==> src/rtl/core/rid_pkg.sv <==
// Shared types and constants for the run-length image decoder.
`timescale 1ns / 1ps

package rid_pkg;

   localparam int PIXEL_COUNT_WIDTH_DEFAULT = 24;

   localparam int BYTE_W      = 8;
   localparam int PIXEL_W     = 32;
   localparam int COUNT_W     = 8;
   localparam int BPP_W       = 3;
   localparam int TOTAL_W     = 24;
   localparam int BYTE_IDX_W  = 2;
   localparam int CSR_INDEX_W = 1;
   localparam int CSR_DATA_W  = 24;

   // Header codes: below the threshold is a raw packet of header+1 pixels,
   // at or above it a run of header-RUN_BIAS copies.
   localparam logic [BYTE_W-1:0] RUN_HEADER_MIN = 8'd128;
   localparam logic [BYTE_W-1:0] RUN_BIAS       = 8'd127;

   localparam logic [BPP_W-1:0]   BPP_RESET    = 3'd4;
   localparam logic [BPP_W-1:0]   BPP_MIN      = 3'd1;
   localparam logic [BPP_W-1:0]   BPP_MAX      = 3'd4;
   localparam logic [TOTAL_W-1:0] TOTAL_RESET  = 24'd1;

   // Register indexes on the csr port
   localparam logic [CSR_INDEX_W-1:0] CSR_BYTES_PER_PIXEL = 1'b0;
   localparam logic [CSR_INDEX_W-1:0] CSR_TOTAL_PIXELS    = 1'b1;

   // Packet and pixel assembly state
   typedef struct packed {
      logic                  expect_header;
      logic                  run_packet;
      logic [COUNT_W-1:0]    pkt_left;
      logic [BYTE_IDX_W-1:0] byte_idx;
      logic [PIXEL_W-1:0]    assembly;
   } rid_state_type;

   typedef struct packed {
      logic [PIXEL_W-1:0] pixel_value;
      logic [COUNT_W-1:0] repeat_count;
      logic               status;
      logic               image_complete;
   } rid_token_type;

   localparam rid_state_type STATE_CLEAR = '{
      expect_header: 1'b1,
      run_packet:    1'b0,
      pkt_left:      '0,
      byte_idx:      '0,
      assembly:      '0
   };

endpackage

==> src/rtl/core/rid_step.sv <==
// Per-byte decode logic: header parse, pixel assembly, token and counter update.
`timescale 1ns / 1ps

module rid_step #(
   parameter int PIXEL_COUNT_WIDTH = rid_pkg::PIXEL_COUNT_WIDTH_DEFAULT
) (
   input  rid_pkg::rid_state_type         state_cur,
   input  logic [PIXEL_COUNT_WIDTH-1:0]   decoded_cur,
   input  logic                           halted_cur,
   input  logic [rid_pkg::BPP_W-1:0]      bytes_per_pixel,
   input  logic [rid_pkg::TOTAL_W-1:0]    total_pixels,
   input  logic [rid_pkg::BYTE_W-1:0]     data_byte,
   input  logic                           start_of_image,
   output rid_pkg::rid_state_type         state_nxt,
   output logic [PIXEL_COUNT_WIDTH-1:0]   decoded_nxt,
   output logic                           halted_nxt,
   output logic                           has_token,
   output rid_pkg::rid_token_type         token
);

   localparam int PW = PIXEL_COUNT_WIDTH;

   logic [PW-1:0]                  limit;
   rid_pkg::rid_state_type         st;
   logic [PW-1:0]                  decoded;
   logic                           halted;
   logic [rid_pkg::BPP_W-1:0]      pix_size;
   logic [rid_pkg::PIXEL_W-1:0]    assembled;
   logic [rid_pkg::BPP_W-1:0]      byte_next;
   logic [PW-1:0]                  remaining;
   logic [PW-1:0]                  demand;
   logic                           overflow;
   logic [rid_pkg::COUNT_W-1:0]    count;
   logic [PW-1:0]                  decoded_sum;

   // Limit saturates to the counter range
   generate
      if (PW >= rid_pkg::TOTAL_W) begin : g_lim_wide
         assign limit = PW'(total_pixels);
      end else begin : g_lim_narrow
         assign limit = ((total_pixels >> PW) != '0) ? '1 : total_pixels[PW-1:0];
      end
   endgenerate

   always_comb begin
      if (bytes_per_pixel < rid_pkg::BPP_MIN) begin
         pix_size = rid_pkg::BPP_MIN;
      end else if (bytes_per_pixel > rid_pkg::BPP_MAX) begin
         pix_size = rid_pkg::BPP_MAX;
      end else begin
         pix_size = bytes_per_pixel;
      end
   end

   // Start of image clears before the byte is looked at
   assign st      = start_of_image ? rid_pkg::STATE_CLEAR : state_cur;
   assign decoded = start_of_image ? '0 : decoded_cur;
   assign halted  = start_of_image ? 1'b0 : halted_cur;

   assign assembled = st.assembly
                    | (rid_pkg::PIXEL_W'(data_byte) << {st.byte_idx, 3'b000});
   assign byte_next = rid_pkg::BPP_W'(st.byte_idx) + 3'd1;

   assign remaining   = limit - decoded;
   assign demand      = PW'(st.pkt_left);
   assign overflow    = demand > remaining;
   assign count       = !st.run_packet ? rid_pkg::COUNT_W'(1)
                      : overflow        ? remaining[rid_pkg::COUNT_W-1:0]
                      :                   st.pkt_left;
   assign decoded_sum = decoded + PW'(count);

   always_comb begin
      state_nxt   = st;
      decoded_nxt = decoded;
      halted_nxt  = halted;
      has_token   = 1'b0;
      token.pixel_value    = assembled;
      token.repeat_count   = count;
      token.status         = overflow;
      token.image_complete = (decoded_sum == limit);

      if (halted || (decoded >= limit)) begin
         // ignored byte
      end else if (st.expect_header) begin
         state_nxt.expect_header = 1'b0;
         state_nxt.run_packet    = (data_byte >= rid_pkg::RUN_HEADER_MIN);
         state_nxt.pkt_left      = (data_byte >= rid_pkg::RUN_HEADER_MIN)
                                 ? data_byte - rid_pkg::RUN_BIAS
                                 : data_byte + 8'd1;
         state_nxt.byte_idx      = '0;
         state_nxt.assembly      = '0;
      end else if (byte_next < pix_size) begin
         state_nxt.assembly = assembled;
         state_nxt.byte_idx = byte_next[rid_pkg::BYTE_IDX_W-1:0];
      end else begin
         has_token   = 1'b1;
         decoded_nxt = decoded_sum;
         if (st.run_packet || overflow || (st.pkt_left <= 8'd1)) begin
            state_nxt.pkt_left      = '0;
            state_nxt.expect_header = 1'b1;
         end else begin
            state_nxt.pkt_left = st.pkt_left - 8'd1;
         end
         if (overflow) begin
            halted_nxt = 1'b1;
         end
         state_nxt.byte_idx = '0;
         state_nxt.assembly = '0;
      end
   end

endmodule

==> src/rtl/core/rid_out_buf.sv <==
// Two-entry token buffer: output register plus skid stage.
`timescale 1ns / 1ps

module rid_out_buf (
   input  logic                   clock,
   input  logic                   reset,
   input  logic                   push,
   input  rid_pkg::rid_token_type push_token,
   output logic                   can_accept,
   output logic                   out_valid,
   input  logic                   out_ready,
   output rid_pkg::rid_token_type out_token,
   output logic                   skid_busy
);

   logic                   main_valid_ff, main_valid_in;
   logic                   skid_valid_ff, skid_valid_in;
   rid_pkg::rid_token_type main_ff, main_in;
   rid_pkg::rid_token_type skid_ff, skid_in;
   logic                   pop;

   assign pop        = main_valid_ff && out_ready;
   assign can_accept = !skid_valid_ff;
   assign out_valid  = main_valid_ff;
   assign out_token  = main_ff;
   assign skid_busy  = skid_valid_ff;

   always_comb begin
      main_valid_in = main_valid_ff;
      skid_valid_in = skid_valid_ff;
      main_in       = main_ff;
      skid_in       = skid_ff;
      if (skid_valid_ff) begin
         if (pop) begin
            main_in       = skid_ff;
            skid_valid_in = 1'b0;
         end
      end else if (push) begin
         if (main_valid_ff && !pop) begin
            skid_in       = push_token;
            skid_valid_in = 1'b1;
         end else begin
            main_in       = push_token;
            main_valid_in = 1'b1;
         end
      end else if (pop) begin
         main_valid_in = 1'b0;
      end
   end

   always_ff @(posedge clock) begin
      if (reset) begin
         main_valid_ff <= 1'b0;
         skid_valid_ff <= 1'b0;
      end else begin
         main_valid_ff <= main_valid_in;
         skid_valid_ff <= skid_valid_in;
      end
      main_ff <= main_in;
      skid_ff <= skid_in;
   end

endmodule

==> src/rtl/core/rle_image_decoder.sv <==
// Top level of the run-length image stream decoder.
`timescale 1ns / 1ps
// Decodes a run-length coded image stream, one byte per request.
// Slave side: req_tdata carries the stream byte, req_tuser marks start of
// image (counters and packet phase cleared, byte taken as a header).
// Master side: one token per finished pixel: pixel value and repeat count in
// rsp_tdata, overflow flag in rsp_tuser, rsp_tlast on the token that brings
// the decoded count up to total_pixels.
// Header bytes, bytes after completion and bytes while halted give no token.
// Throughput: one request per cycle while the skid stage is free; decode is a single pass of
// logic from the state registers into the token register.
// Output: a finished token is registered, into the skid stage if the output register is held.
// Stall: the output register plus a one-entry skid stage absorb a stalled
// receiver; req_tready drops only once the skid stage holds a token.
// Reset: bytes_per_pixel 4, total_pixels 1, decode state cleared, both token
// stages emptied. No clearing pass; requests are taken the cycle after reset.
// Configuration via csr_we/csr_index/csr_wdata, takes effect next cycle,
// decode state kept. Overflow halts decode until the next start of image.
module rle_image_decoder #(
   parameter int PIXEL_COUNT_WIDTH = rid_pkg::PIXEL_COUNT_WIDTH_DEFAULT
) (
   input  logic                              clock,
   input  logic                              reset,
   input  logic                              req_tvalid,
   output logic                              req_tready,
   input  logic [7:0]                        req_tdata,  // data_byte
   input  logic                              req_tuser,  // start_of_image
   output logic                              rsp_tvalid,
   input  logic                              rsp_tready,
   output logic [39:0]                       rsp_tdata,  // pixel_value, repeat_count
   output logic                              rsp_tuser,  // status
   output logic                              rsp_tlast,  // image_complete
   input  logic                              csr_we,
   input  logic [rid_pkg::CSR_INDEX_W-1:0]   csr_index,
   input  logic [rid_pkg::CSR_DATA_W-1:0]    csr_wdata
);

   localparam int PW = PIXEL_COUNT_WIDTH;

   // configuration
   logic [rid_pkg::BPP_W-1:0]   bpp_ff;
   logic [rid_pkg::TOTAL_W-1:0] total_ff;

   // decode state
   rid_pkg::rid_state_type state_ff, state_in;
   logic [PW-1:0]          decoded_ff, decoded_in;
   logic                   halted_ff, halted_in;

   logic                   req_accept;
   logic                   has_token;
   rid_pkg::rid_token_type token;
   rid_pkg::rid_token_type out_token;
   logic                   skid_busy;

   assign req_accept = req_tvalid && req_tready;

   always_ff @(posedge clock) begin
      if (reset) begin
         bpp_ff   <= rid_pkg::BPP_RESET;
         total_ff <= rid_pkg::TOTAL_RESET;
      end else if (csr_we) begin
         unique case (csr_index)
            rid_pkg::CSR_BYTES_PER_PIXEL: bpp_ff   <= csr_wdata[rid_pkg::BPP_W-1:0];
            rid_pkg::CSR_TOTAL_PIXELS:    total_ff <= csr_wdata[rid_pkg::TOTAL_W-1:0];
            default: ;
         endcase
      end
   end

   rid_step #(
      .PIXEL_COUNT_WIDTH(PW)
   ) u_step (
      .state_cur       (state_ff),
      .decoded_cur     (decoded_ff),
      .halted_cur      (halted_ff),
      .bytes_per_pixel (bpp_ff),
      .total_pixels    (total_ff),
      .data_byte       (req_tdata),
      .start_of_image  (req_tuser),
      .state_nxt       (state_in),
      .decoded_nxt     (decoded_in),
      .halted_nxt      (halted_in),
      .has_token       (has_token),
      .token           (token)
   );

   // state moves only on an accepted request
   always_ff @(posedge clock) begin
      if (reset) begin
         state_ff   <= rid_pkg::STATE_CLEAR;
         decoded_ff <= '0;
         halted_ff  <= 1'b0;
      end else if (req_accept) begin
         state_ff   <= state_in;
         decoded_ff <= decoded_in;
         halted_ff  <= halted_in;
      end
   end

   rid_out_buf u_out (
      .clock      (clock),
      .reset      (reset),
      .push       (req_accept && has_token),
      .push_token (token),
      .can_accept (req_tready),
      .out_valid  (rsp_tvalid),
      .out_ready  (rsp_tready),
      .out_token  (out_token),
      .skid_busy  (skid_busy)
   );

   assign rsp_tdata = {out_token.repeat_count, out_token.pixel_value};
   assign rsp_tuser = out_token.status;
   assign rsp_tlast = out_token.image_complete;

   // skid stage only fills behind a held output register
   a_skid_behind_main: assert property (@(posedge clock) disable iff (reset)
      skid_busy |-> rsp_tvalid)
      else $error("skid stage full while output register empty");

   // no token while halted unless a new image starts
   a_halt_silent: assert property (@(posedge clock) disable iff (reset)
      (req_accept && halted_ff && !req_tuser) |-> !has_token)
      else $error("token produced while halted");

   // every token carries a nonzero repeat count
   a_count_nonzero: assert property (@(posedge clock) disable iff (reset)
      rsp_tvalid |-> (rsp_tdata[39:32] != 8'd0))
      else $error("token with zero repeat count");

   // an overflow token always halts the decoder
   a_overflow_halts: assert property (@(posedge clock) disable iff (reset)
      (req_accept && has_token && token.status) |=> halted_ff)
      else $error("overflow without halt");

endmodule

==> config.mk <==
export PLATFORM = sky130hd
export DESIGN_NAME = rle_image_decoder
export DESIGN_NICKNAME = d
export VERILOG_FILES = /design/src/rtl/core/rid_pkg.sv /design/src/rtl/core/rid_step.sv /design/src/rtl/core/rid_out_buf.sv /design/src/rtl/core/rle_image_decoder.sv
export SDC_FILE = /design/constraint.sdc
export NUM_CORES = 1
export LEC_CHECK = 0
export ABC_AREA = 0
export BUFFER_PORTS_ARGS = -buffer_cell sky130_fd_sc_hd__buf_2
export CORE_ASPECT_RATIO = 1.25
export CORE_MARGIN = 2
export CORE_UTILIZATION = 44
export DETAILED_ROUTE_END_ITERATION = 16
export GPL_ROUTABILITY_DRIVEN = 1
export PLACE_DENSITY_LB_ADDON = 0.3
export SYNTH_ARGS = -nofsm -noshare
export SYNTH_HDL_FRONTEND = slang
export SYNTH_SLANG_ARGS = --single-unit
==> constraint.sdc <==
create_clock -name clock -period 10.8 [get_ports clock]
set_input_delay 0 -clock clock [delete_from_list [all_inputs] [get_ports clock]]
set_output_delay 0 -clock clock [all_outputs]
set_load 0.01 [all_outputs]
-- After elaboration in Yosys (flattened, before gate mapping)
Index checks and enable logic that the tools add are counted.
W data, S select, Z words.
- add/sub/neg operators: 6
- $lt $le $gt $ge: 7
- eq/ne operators: 4
- shift-type cells: 1
- multiplexer cells: 38
- bitwise operators: 3
- reductions and logical operators: 16
- operators with widths (cell ; count):
    $mux W42 ; 5
    $mux W24 ; 4
    $mux W44 ; 2
    $mux W8 ; 5
    $mux W34 ; 1
    $or A32 B32 Y32 ; 1
    $shl A8 B5 Y32 ; 1
    $add A24 B8 Y24 ; 1
    $eq A24 B24 Y1 ; 1
    $ge A24 B24 Y1 ; 1
    $gt A8 B24 Y1 ; 1
    $sub A24 B24 Y24 ; 1
    $mux W1 ; 19
    $reduce_and A3 Y1 ; 3
    $add A8 B1 Y8 const B ; 1
    $ge A8 B8 Y1 const B ; 1
    $le A8 B1 Y1 const B ; 1
    $sub A8 B1 Y8 const B ; 1
    $sub A8 B7 Y8 const B ; 1
    $mux W3 ; 2
    $logic_and A1 B1 Y1 ; 4
    $ne A2 B2 Y1 const B ; 2
    $reduce_and A2 Y1 ; 2
    $reduce_bool A2 Y1 ; 2
    other kinds (8) ; 12
- register bits: 182
- bits of input ports: 39
- output and inout port bits: 44
- logic and storage cells: 94

-- Longest topological paths before layout
Gate-level depths: netlist of the first run.
- depth in word-level cells: 10
- depth in mapped cells: 37
- gate-level depth less buffers: 31

-- Modules after synthesis
From an unflattened synthesis of the first run, not the netlist that was laid out.
- cells, all modules: 1399
- area, all modules: 12456.9 um2
- by module, submodules not included (module ; times used ; cells each ; area an instance (um2) ; sequential area each (um2)):
    rid_step ; 1 ; 818 ; 5137.4 ; 0.0
    rle_image_decoder ; 1 ; 437 ; 4157.7 ; 1921.8
    rid_out_buf ; 1 ; 144 ; 3161.8 ; 2562.5

-- Worst setup path before layout of the first run
No wires, ideal clock.
- kind: input-to-reg
- from: in req_tuser
- to: reg u_out.main_ff (netlist bit u_out.out_token[0]), data pin
- library setup time: 180 ps
- data arrival time: 7591 ps
- data required time: 10620 ps
- path slack: 3029 ps
- stages: 35
- buffers on the path: 6
- path through: clkbuf_1 inv_1 clkbuf_1 clkbuf_1 buf_1 buf_1 nand2_1 fa_1 a211oi_1 o31ai_2 xnor2_1 ha_1 nand4_1 a21oi_1 a211o_1 nor3b_1 nand4_1 a2111oi_4 o2111ai_4 buf_6 mux2i_1 nand3_1 ha_1 inv_1 fa_1 nor2b_1 o21a_1 o21a_2 a2bb2oi_1 nand3_1 or3_1 a21oi_1 xor2_1 or4b_1 o41ai_2
- RTL lines (what ; RTL line ; source):
    start, declared ; rle_image_decoder.sv:27 ; input logic req_tuser,
    end signal, assigned ; rid_out_buf.sv:59 ; main_ff <= main_in;
    end, declared ; rid_out_buf.sv:18 ; rid_pkg::rid_token_type main_ff, main_in;

==> results.txt, run 1 <==
----------------------------------------------------
[Outcome]
  Run status ... completed

[Worst setup path]
  Internal reg-to-reg setup slack ... 2.48 ns
  CP bufs+invs ... 2
  WP data arrival ... 8.65 ns
  Setup crit start kind ... primary input
  Critical Path End Type ... register
  Dominant delay contributor by cell family on the critical path ... compound AO/OA/AOI/OAI gates
  Destination of the worst register-to-register timing path ... u_out.out_token[0]
  Worst reg2reg path startpoint ... decoded_ff[0]
  CP Max Fanout ... 51
  Crit path largest cell delay ... 0.67 ns
  Worst EP required ... 11.07 ns
  Slowest stage cell, crit path ... sky130_fd_sc_hd__buf_2
  Worst setup path startpoint ... req_tuser
  Library cell appearing most often on the critical path ... sky130_fd_sc_hd__nand4_1
  Setup CP Type ... primary input to register
  Worst r2r path cells ... 28

[Clock network]
  Number of levels the H-tree was split into ... 4
  Clk Latency, worst-skew pair ... 0.44 ns
  Clock root buffer ... sky130_fd_sc_hd__clkbuf_16
  Setup Buffers After CTS ... 0
  CTS clock-pin slew for the worst setup and hold paths ... 0.08 ns
  TritonCTS clock tree ... built
  Max Buffers Root-to-Sink ... 2
  Clk sink count ... 182
  Total of cells resized after clock tree synthesis ... 0
  Number of CTS-inserted buffers ... 17

[Floorplan]
  Starting Density ... 44.7%
  IO Pins ... 83
  Chip Height ... 177 microns
  Floorplan core area ... 23600 sq um
  DIE WIDTH ... 143 microns
  Die Area ... 25300 sq um
  Number of cell rows ... 63

[Placed design]
  Number of port buffers ... 82
  Global placer's final weighted congestion ... 0.977
  DP Worst Slack ... 2.14 ns
  DP Wirelength ... 21200 microns
  Standard cell area after detailed placement ... 11200 sq um

[Finish]
  Fillers ... 2240
  ANT cells ... 0
  Area Growth Syn to Fin ... 15.2%
  Net count of the finished layout ... 1374
  Multi-input gate area in the final layout ... 5670 sq um
  Share of layout cells above drive strength 1 ... 12.6%
  Sequential Area ... 4490 sq um
  Final design area excluding fillers ... 12200 sq um
  Core utilization of the finished layout ... 51.5%

[Route]
  Avg WL per Cell ... 18.9 microns
  Total number of vias ... 9237
  Number of nets with antenna violations after detailed routing ... 0
  Vias per Instance ... 5.81
  Final WL ... 30100 microns
  Number of DRC violations after detailed-routing iteration 0 ... 749
  Number of remaining DRC errors ... 0
  First-pass iteration count of the detailed router ... 6

[Timing]
  Final Slew Violations ... 0
  Setup slack of the critical path after layout ... 2.42 ns
  Setup total negative slack ... 0 ns
  Tightest Pin Transition ... 1.14 ns
  Final count of hold timing violations ... 0
  Slew headroom ... 23.9%
  Setup repair after global routing missed its margin ... false
  Achievable clock frequency ... 119 MHz
  Setup skew after layout ... 0.0122 ns
  Final Setup Violations ... 0
  Final period utilization ... 77.6%
  Clock period minus final worst setup slack ... 8.38 ns

[Global routing]
  Pin count of the biggest net entering global routing ... 72
  Global-route usage over all layers ... 23.9%
  Via count of the first global-routing pass ... 8864
  Wire length of the first global-routing pass ... 47200 microns
  Antenna violations before repair ... 0
  GRT Residual Overflow ... 0

[Logic synthesis]
  Dominant cell type by area after synthesis ... sky130_fd_sc_hd__edfxtp_1
  Number of enable flip-flop cells after synthesis ... 84
  Mapped Cells ... 1202
  Part of the Yosys area used for sequential elements ... 42.4%
  Async set-reset flop share out of synthesis ... 0%
  Total nets after synthesis ... 1291
  Biggest area contributors in the synthesized netlist ... sky130_fd_sc_hd__edfxtp_1 (24%), sky130_fd_sc_hd__dfxtp_1 (19%), sky130_fd_sc_hd__ha_1 (5.7%)
  Synthesized area ... 10600 sq um
  Synthesis Warnings ... 0
  Primary flip-flop cell chosen by synthesis mapping ... sky130_fd_sc_hd__dfxtp_1
  Synth Register Bits ... 182
  Mean instance size in the synthesized netlist ... 8.79 sq um
  Cell variety after synth ... 76
  Fraction of synthesized cell area taken by the top area cell type ... 23.9%

[Hold path]
  Number of cells on the worst hold path ... 4
  Min-delay src ... csr_we
  Path class of the lowest-slack min-delay path ... primary input to register
  Worst-case hold path end point ... bpp_ff[2]

[Pwr]
  Worst IR Drop VDD ... 0.000111 V
  Power Total ... 1600 uW
  Static leakage ... 0.00462 uW
  Areal power density over the cells ... 131 nW/um^2

[Job]
  Maximum capacitance violations ... 0

----------------------------------------------------
## layout by cell type (no fill, tap or decap), types with 7 or more instances in the layout
cell                            netlist  routed
sky130_fd_sc_hd__a211oi_1             9       9
sky130_fd_sc_hd__a21o_1              14      14
sky130_fd_sc_hd__a21oi_1            118     117
sky130_fd_sc_hd__a22o_1               8       8
sky130_fd_sc_hd__a22oi_1             46      46
sky130_fd_sc_hd__a31oi_1             10      10
sky130_fd_sc_hd__buf_2                0      81
sky130_fd_sc_hd__buf_4                0      10
sky130_fd_sc_hd__clkbuf_16            0      17
sky130_fd_sc_hd__dfxtp_1             98      97
sky130_fd_sc_hd__dlygate4sd3_1        0      44
sky130_fd_sc_hd__edfxtp_1            84      84
sky130_fd_sc_hd__ha_1                48      48
sky130_fd_sc_hd__inv_1               43      43
sky130_fd_sc_hd__mux2_2              15      15
sky130_fd_sc_hd__mux2i_1              7       7
sky130_fd_sc_hd__nand2_1            158     158
sky130_fd_sc_hd__nand2b_1             7       7
sky130_fd_sc_hd__nand3_1             20      20
sky130_fd_sc_hd__nand4_1             19      19
sky130_fd_sc_hd__nor2_1             131     131
sky130_fd_sc_hd__nor2b_1             19      19
sky130_fd_sc_hd__nor3_1              22      21
sky130_fd_sc_hd__nor4_1              11      11
sky130_fd_sc_hd__o21a_1               8       8
sky130_fd_sc_hd__o21ai_0             50      50
sky130_fd_sc_hd__o21ai_1             10       9
sky130_fd_sc_hd__o31ai_1             25      25
sky130_fd_sc_hd__xnor2_1             41      41
sky130_fd_sc_hd__xor2_1              21      21
## layer usage
metal | global-route usage [%] | routed length (microns) | up-vias
met4 | 9.98 | 941 | 0
li1 | - | - | 4516
met3 | 2.84 | 1220 | 62
met5 | 0 | 0 | -
met2 | 43.3 | 15600 | 276
met1 | 28.4 | 12300 | 4383
## worst max path at each step
stage	end	cells past startpoint
after detailed placement	u_out.out_token[0]	28
after floorplan	u_out.out_token[0]	35
after global routing	u_out.out_token[0]	30
final	u_out.out_token[0]	28
after global placement	u_out.out_token[0]	28
after CTS	u_out.out_token[0]	28
## cells by family (layout without fill, tap and decap cells)
kind of cell / count (synthesis) / after routing / synth area share [%]
XOR/XNOR: 62 / 62 / 5.14
buffers and inverters: 114 / 210 / 4.12
multiplexers: 22 / 22 / 2.26
AO/OA/AOI/OAI: 352 / 352 / 22.1
adder cells (fa/ha/maj): 50 / 50 / 6.06
AND/OR/NAND/NOR: 420 / 420 / 17.9
flip-flops: 182 / 182 / 42.4
## metrics by stage
step                std cells  hold slack [ns]
global route             1590           0.0658
CTS                      1590          0.00487
global placement         1514            0.195
floorplan                1202            0.100
finish                   1590           0.0181
detailed placement       1514            0.200
## layout make-up
cell class / count / share of cell area, %
clock buffers: 18 / 3.53
clock inverters: 14 / 1.13
repair buffers: 135 / 7.57
inverters: 43 / 1.33
flip-flops and latches: 182 / 36.9
multi-input cells: 906 / 46.6
well taps: 292 / 3.00
## power breakdown
part,internal [uW],switching [uW],total [uW]
Clock,305,301,606
Combinational,95.6,161,256
Sequential,725,10.0,735
Total,1130,471,1600
## flip-flops by register name (all words and copies together), names as in the netlist
| signal | flops |
|---|---|
| u_out.out_valid | 1 |
| decoded_ff | 24 |
| bpp_ff | 3 |
| total_ff | 24 |
| state_ff | 44 |
| halted_ff | 1 |
| u_out.skid_ff | 42 |
| u_out.out_token | 42 |
| u_out.skid_busy | 1 |
## tightest hold or removal path: stages
cell and delay (ns):
sky130_fd_sc_hd__buf_2 0.11, sky130_fd_sc_hd__nand2b_1 0.15, sky130_fd_sc_hd__o21ai_0 0.10, sky130_fd_sc_hd__nand2b_1 0.07
## cell usage after synthesis, types with 7 or more instances
cell type and instances:
sky130_fd_sc_hd__a22o_1 8, sky130_fd_sc_hd__a211oi_1 9, sky130_fd_sc_hd__o21a_1 8, sky130_fd_sc_hd__mux2_2 15, sky130_fd_sc_hd__a22oi_1 46, sky130_fd_sc_hd__edfxtp_1 84
sky130_fd_sc_hd__a21o_1 14, sky130_fd_sc_hd__dfxtp_1 98, sky130_fd_sc_hd__o21ai_0 50, sky130_fd_sc_hd__nand2b_1 7, sky130_fd_sc_hd__clkbuf_1 65, sky130_fd_sc_hd__nor2_1 131
sky130_fd_sc_hd__nand4_1 19, sky130_fd_sc_hd__xor2_1 21, sky130_fd_sc_hd__ha_1 48, sky130_fd_sc_hd__nor2b_1 19, sky130_fd_sc_hd__mux2i_1 7, sky130_fd_sc_hd__o31ai_1 25
sky130_fd_sc_hd__xnor2_1 41, sky130_fd_sc_hd__inv_1 43, sky130_fd_sc_hd__a31oi_1 10, sky130_fd_sc_hd__nor3_1 22, sky130_fd_sc_hd__nand3_1 20, sky130_fd_sc_hd__o21ai_1 10
sky130_fd_sc_hd__nor4_1 11, sky130_fd_sc_hd__nand2_1 158, sky130_fd_sc_hd__a21oi_1 118
## repair_timing
| item | in CTS | in global routing |
|---|---|---|
| setup endpoints to repair | 0 | 0 |
| hold buffers | 44 | 0 |
| hold endpoints to repair | 41 | 0 |
(Power assumes the default switching activity.)
==> run 2: changes to the inputs <==
==> constraint.sdc (replaced) <==
create_clock -name clock -period 8.79 [get_ports clock]
set_input_delay 0 -clock clock [delete_from_list [all_inputs] [get_ports clock]]
set_output_delay 0 -clock clock [all_outputs]
set_load 0.01 [all_outputs]
==> run 2 against run 1 <==
Via count down 0.82%. Combinational power up 21%. Die area unchanged. Sequential power up 23%. Routed wire length down 3.7%. Clock skew down 0.0032 ns. Cell count down 0.94%. Largest cell class unchanged.
==> results.txt, run 2 (synthesis results as in run 1) <==
----------------------------------------------------
[Route]
  Avg WL per Cell ... 18.4 microns (-2.8%)
  Total number of vias ... 9161 (-0.82%)
  Final WL ... 28900 microns (-3.7%)
  First-pass iteration count of the detailed router ... 5 (-1)
  Number of nets with antenna violations after detailed routing ... 0 (unchanged)
  Number of remaining DRC errors ... 0 (unchanged)
  Number of DRC violations after detailed-routing iteration 0 ... 632 (-16%)
  Vias per Instance ... 5.82 (+0.12%)

[Timing]
  Final period utilization ... 91.1%
  Achievable clock frequency ... 125 MHz
  Setup skew after layout ... 0.00905 ns (-0.00319 ns)
  Tightest Pin Transition ... 1.16 ns (+0.0142 ns)
  Setup repair after global routing missed its margin ... false
  Setup total negative slack ... 0 ns (unchanged)
  Final count of hold timing violations ... 0 (unchanged)
  Slew headroom ... 23.0% (-0.95 points)
  Clock period minus final worst setup slack ... 8.01 ns
  Final Setup Violations ... 0 (unchanged)
  Final Slew Violations ... 0 (unchanged)

[Global routing]
  Wire length of the first global-routing pass ... 46100 microns (-2.3%)
  Antenna violations before repair ... 0 (unchanged)
  Via count of the first global-routing pass ... 8698 (-1.9%)
  Pin count of the biggest net entering global routing ... 89 (+24%)
  Global-route usage over all layers ... 23.3% (-0.62 points)
  GRT Residual Overflow ... 0 (unchanged)

[Pwr]
  Worst IR Drop VDD ... 0.000141 V (+27%)
  Static leakage ... 0.00454 uW (-1.9%)
  Areal power density over the cells ... 163 nW/um^2 (+25%)
  Power Total ... 1960 uW (+23%)

[Clock network]
  Clk Latency, worst-skew pair ... 0.44 ns (about the same)
  TritonCTS clock tree ... built
  Setup Buffers After CTS ... 0 (unchanged)
  Total of cells resized after clock tree synthesis ... 0 (unchanged)
  Clock root buffer ... sky130_fd_sc_hd__clkbuf_16
  Clk sink count ... 182 (unchanged)
  Number of CTS-inserted buffers ... 17 (unchanged)
  Number of levels the H-tree was split into ... 4 (unchanged)
  Max Buffers Root-to-Sink ... 2 (unchanged)
  CTS clock-pin slew for the worst setup and hold paths ... 0.07 ns (about the same)

[Worst setup path]
  Destination of the worst register-to-register timing path ... u_out.out_token[0]
  Worst setup path startpoint ... decoded_ff[0]
  Internal reg-to-reg setup slack ... 0.78 ns (-1.70 ns)
  Crit path largest cell delay ... 0.57 ns (-0.10 ns)
  Worst EP required ... 9.04 ns (-2.03 ns)
  Slowest stage cell, crit path ... sky130_fd_sc_hd__or4b_1
  CP Max Fanout ... 19 (-63%)
  Setup crit end ... u_out.out_token[0]
  Critical Path End Type ... register
  Setup crit start kind ... register
  Worst reg2reg path startpoint ... decoded_ff[0]
  Setup CP Type ... register to register
  Worst r2r path cells ... 28 (unchanged)
  WP data arrival ... 8.26 ns (-0.39 ns)

[Finish]
  ANT cells ... 0 (unchanged)
  Net count of the finished layout ... 1359 (-1.1%)
  Commonest cells after routing, fill and taps aside ... sky130_fd_sc_hd__nand2_1 (158), sky130_fd_sc_hd__nor2_1 (131), sky130_fd_sc_hd__a21oi_1 (117)
  Share of layout cells above drive strength 1 ... 12.7% (+0.15 points)
  Number of flip-flops in the largest register ... 44 (unchanged)
  Area Growth Syn to Fin ... 13.8%
  Most common cell after layout, fill and taps aside ... sky130_fd_sc_hd__nand2_1
  Largest Register ... state_ff

[Outcome]
  Run status ... completed

[Floorplan]
  Chip Height ... 177 microns (unchanged)
  Die Area ... 25300 sq um (unchanged)
  Starting Density ... 44.7% (unchanged)
  IO Pins ... 83 (unchanged)
  Floorplan core area ... 23600 sq um (unchanged)
  Number of cell rows ... 63 (unchanged)
  DIE WIDTH ... 143 microns (unchanged)

[Placed design]
  Global placer's final weighted congestion ... 0.920 (-5.8%)
  Number of port buffers ... 82 (unchanged)
  DP Wirelength ... 20500 microns (-2.9%)

[Hold path]
  Min-delay src ... csr_we
  Path class of the lowest-slack min-delay path ... primary input to register
  Number of cells on the worst hold path ... 4 (unchanged)

[Job]
  Maximum capacitance violations ... 0 (unchanged)

----------------------------------------------------
==> run 2: worst min-delay path by stage <==
stage | to | slack [ns]
global route | bpp_ff[1] | 0.05
floorplan | u_out.skid_busy | 0.10
finish | bpp_ff[1] | 0.02
global placement | u_out.skid_busy | 0.19
detailed placement | u_out.skid_busy | 0.20
CTS | bpp_ff[0] | 0.02
==> run 2: stage by stage <==
| step | std cells | setup WS [ns] | util [%] | hold WS [ns] | area (sq um) |
|---|---|---|---|---|---|
| floorplan | 1202 | 1.02 | - | 0.100 | 10600 |
| global placement | 1515 | 1.25 | 47.2 | 0.194 | 11200 |
| global route | 1575 | 0.282 | 50.8 | 0.0472 | 12000 |
| detailed placement | 1515 | 0.959 | 47.2 | 0.200 | 11200 |
| finish | 1575 | 0.781 | 50.8 | 0.0241 | 12000 |
| CTS | 1575 | 0.903 | 50.8 | 0.0152 | 12000 |
==> run 2: layout make-up <==
type	count	area (sq um)
timing repair buffer	120	768
multi-input combinational	906	5670
tap	292	365
clock buffer	18	429
clock inverter	14	143
inverter	43	161
sequential	182	4490
fill	2252	11600
==> run 2: worst max-delay path, delay by kind of cell, from the launching register on <==
kind / cells / cell delay (ns)
AO/OA/AOI/OAI: 11 / 3.06
AND/OR/NAND/NOR: 9 / 2.43
adder cells (fa/ha/maj): 4 / 1.39
flip-flops: 1 / 0.33
XOR/XNOR: 2 / 0.29
multiplexers: 1 / 0.25
buffers and inverters: 1 / 0.05
==> run 2: where the power goes <==
part	internal (uW)	total (uW)	switching, uW
logic	113	309	196
clock network	399	753	354
registers	891	903	11.9
==> run 2: metal layers <==
| metal | routed length, microns | global-route usage, % | up-vias |
|---|---|---|---|
| met2 | 14700 | 41.0 | 276 |
| li1 | - | - | 4497 |
| met1 | 11800 | 27.4 | 4312 |
| met4 | 1190 | 11.4 | 0 |
| met3 | 1250 | 3.68 | 76 |
| met5 | 0 | 0 | - |
==> run 2: what timing repair did <==
action                                  CTS  global route
hold endpoints to repair                 41             0
endpoints found under the setup margin    0             0
hold buffers                             28             0
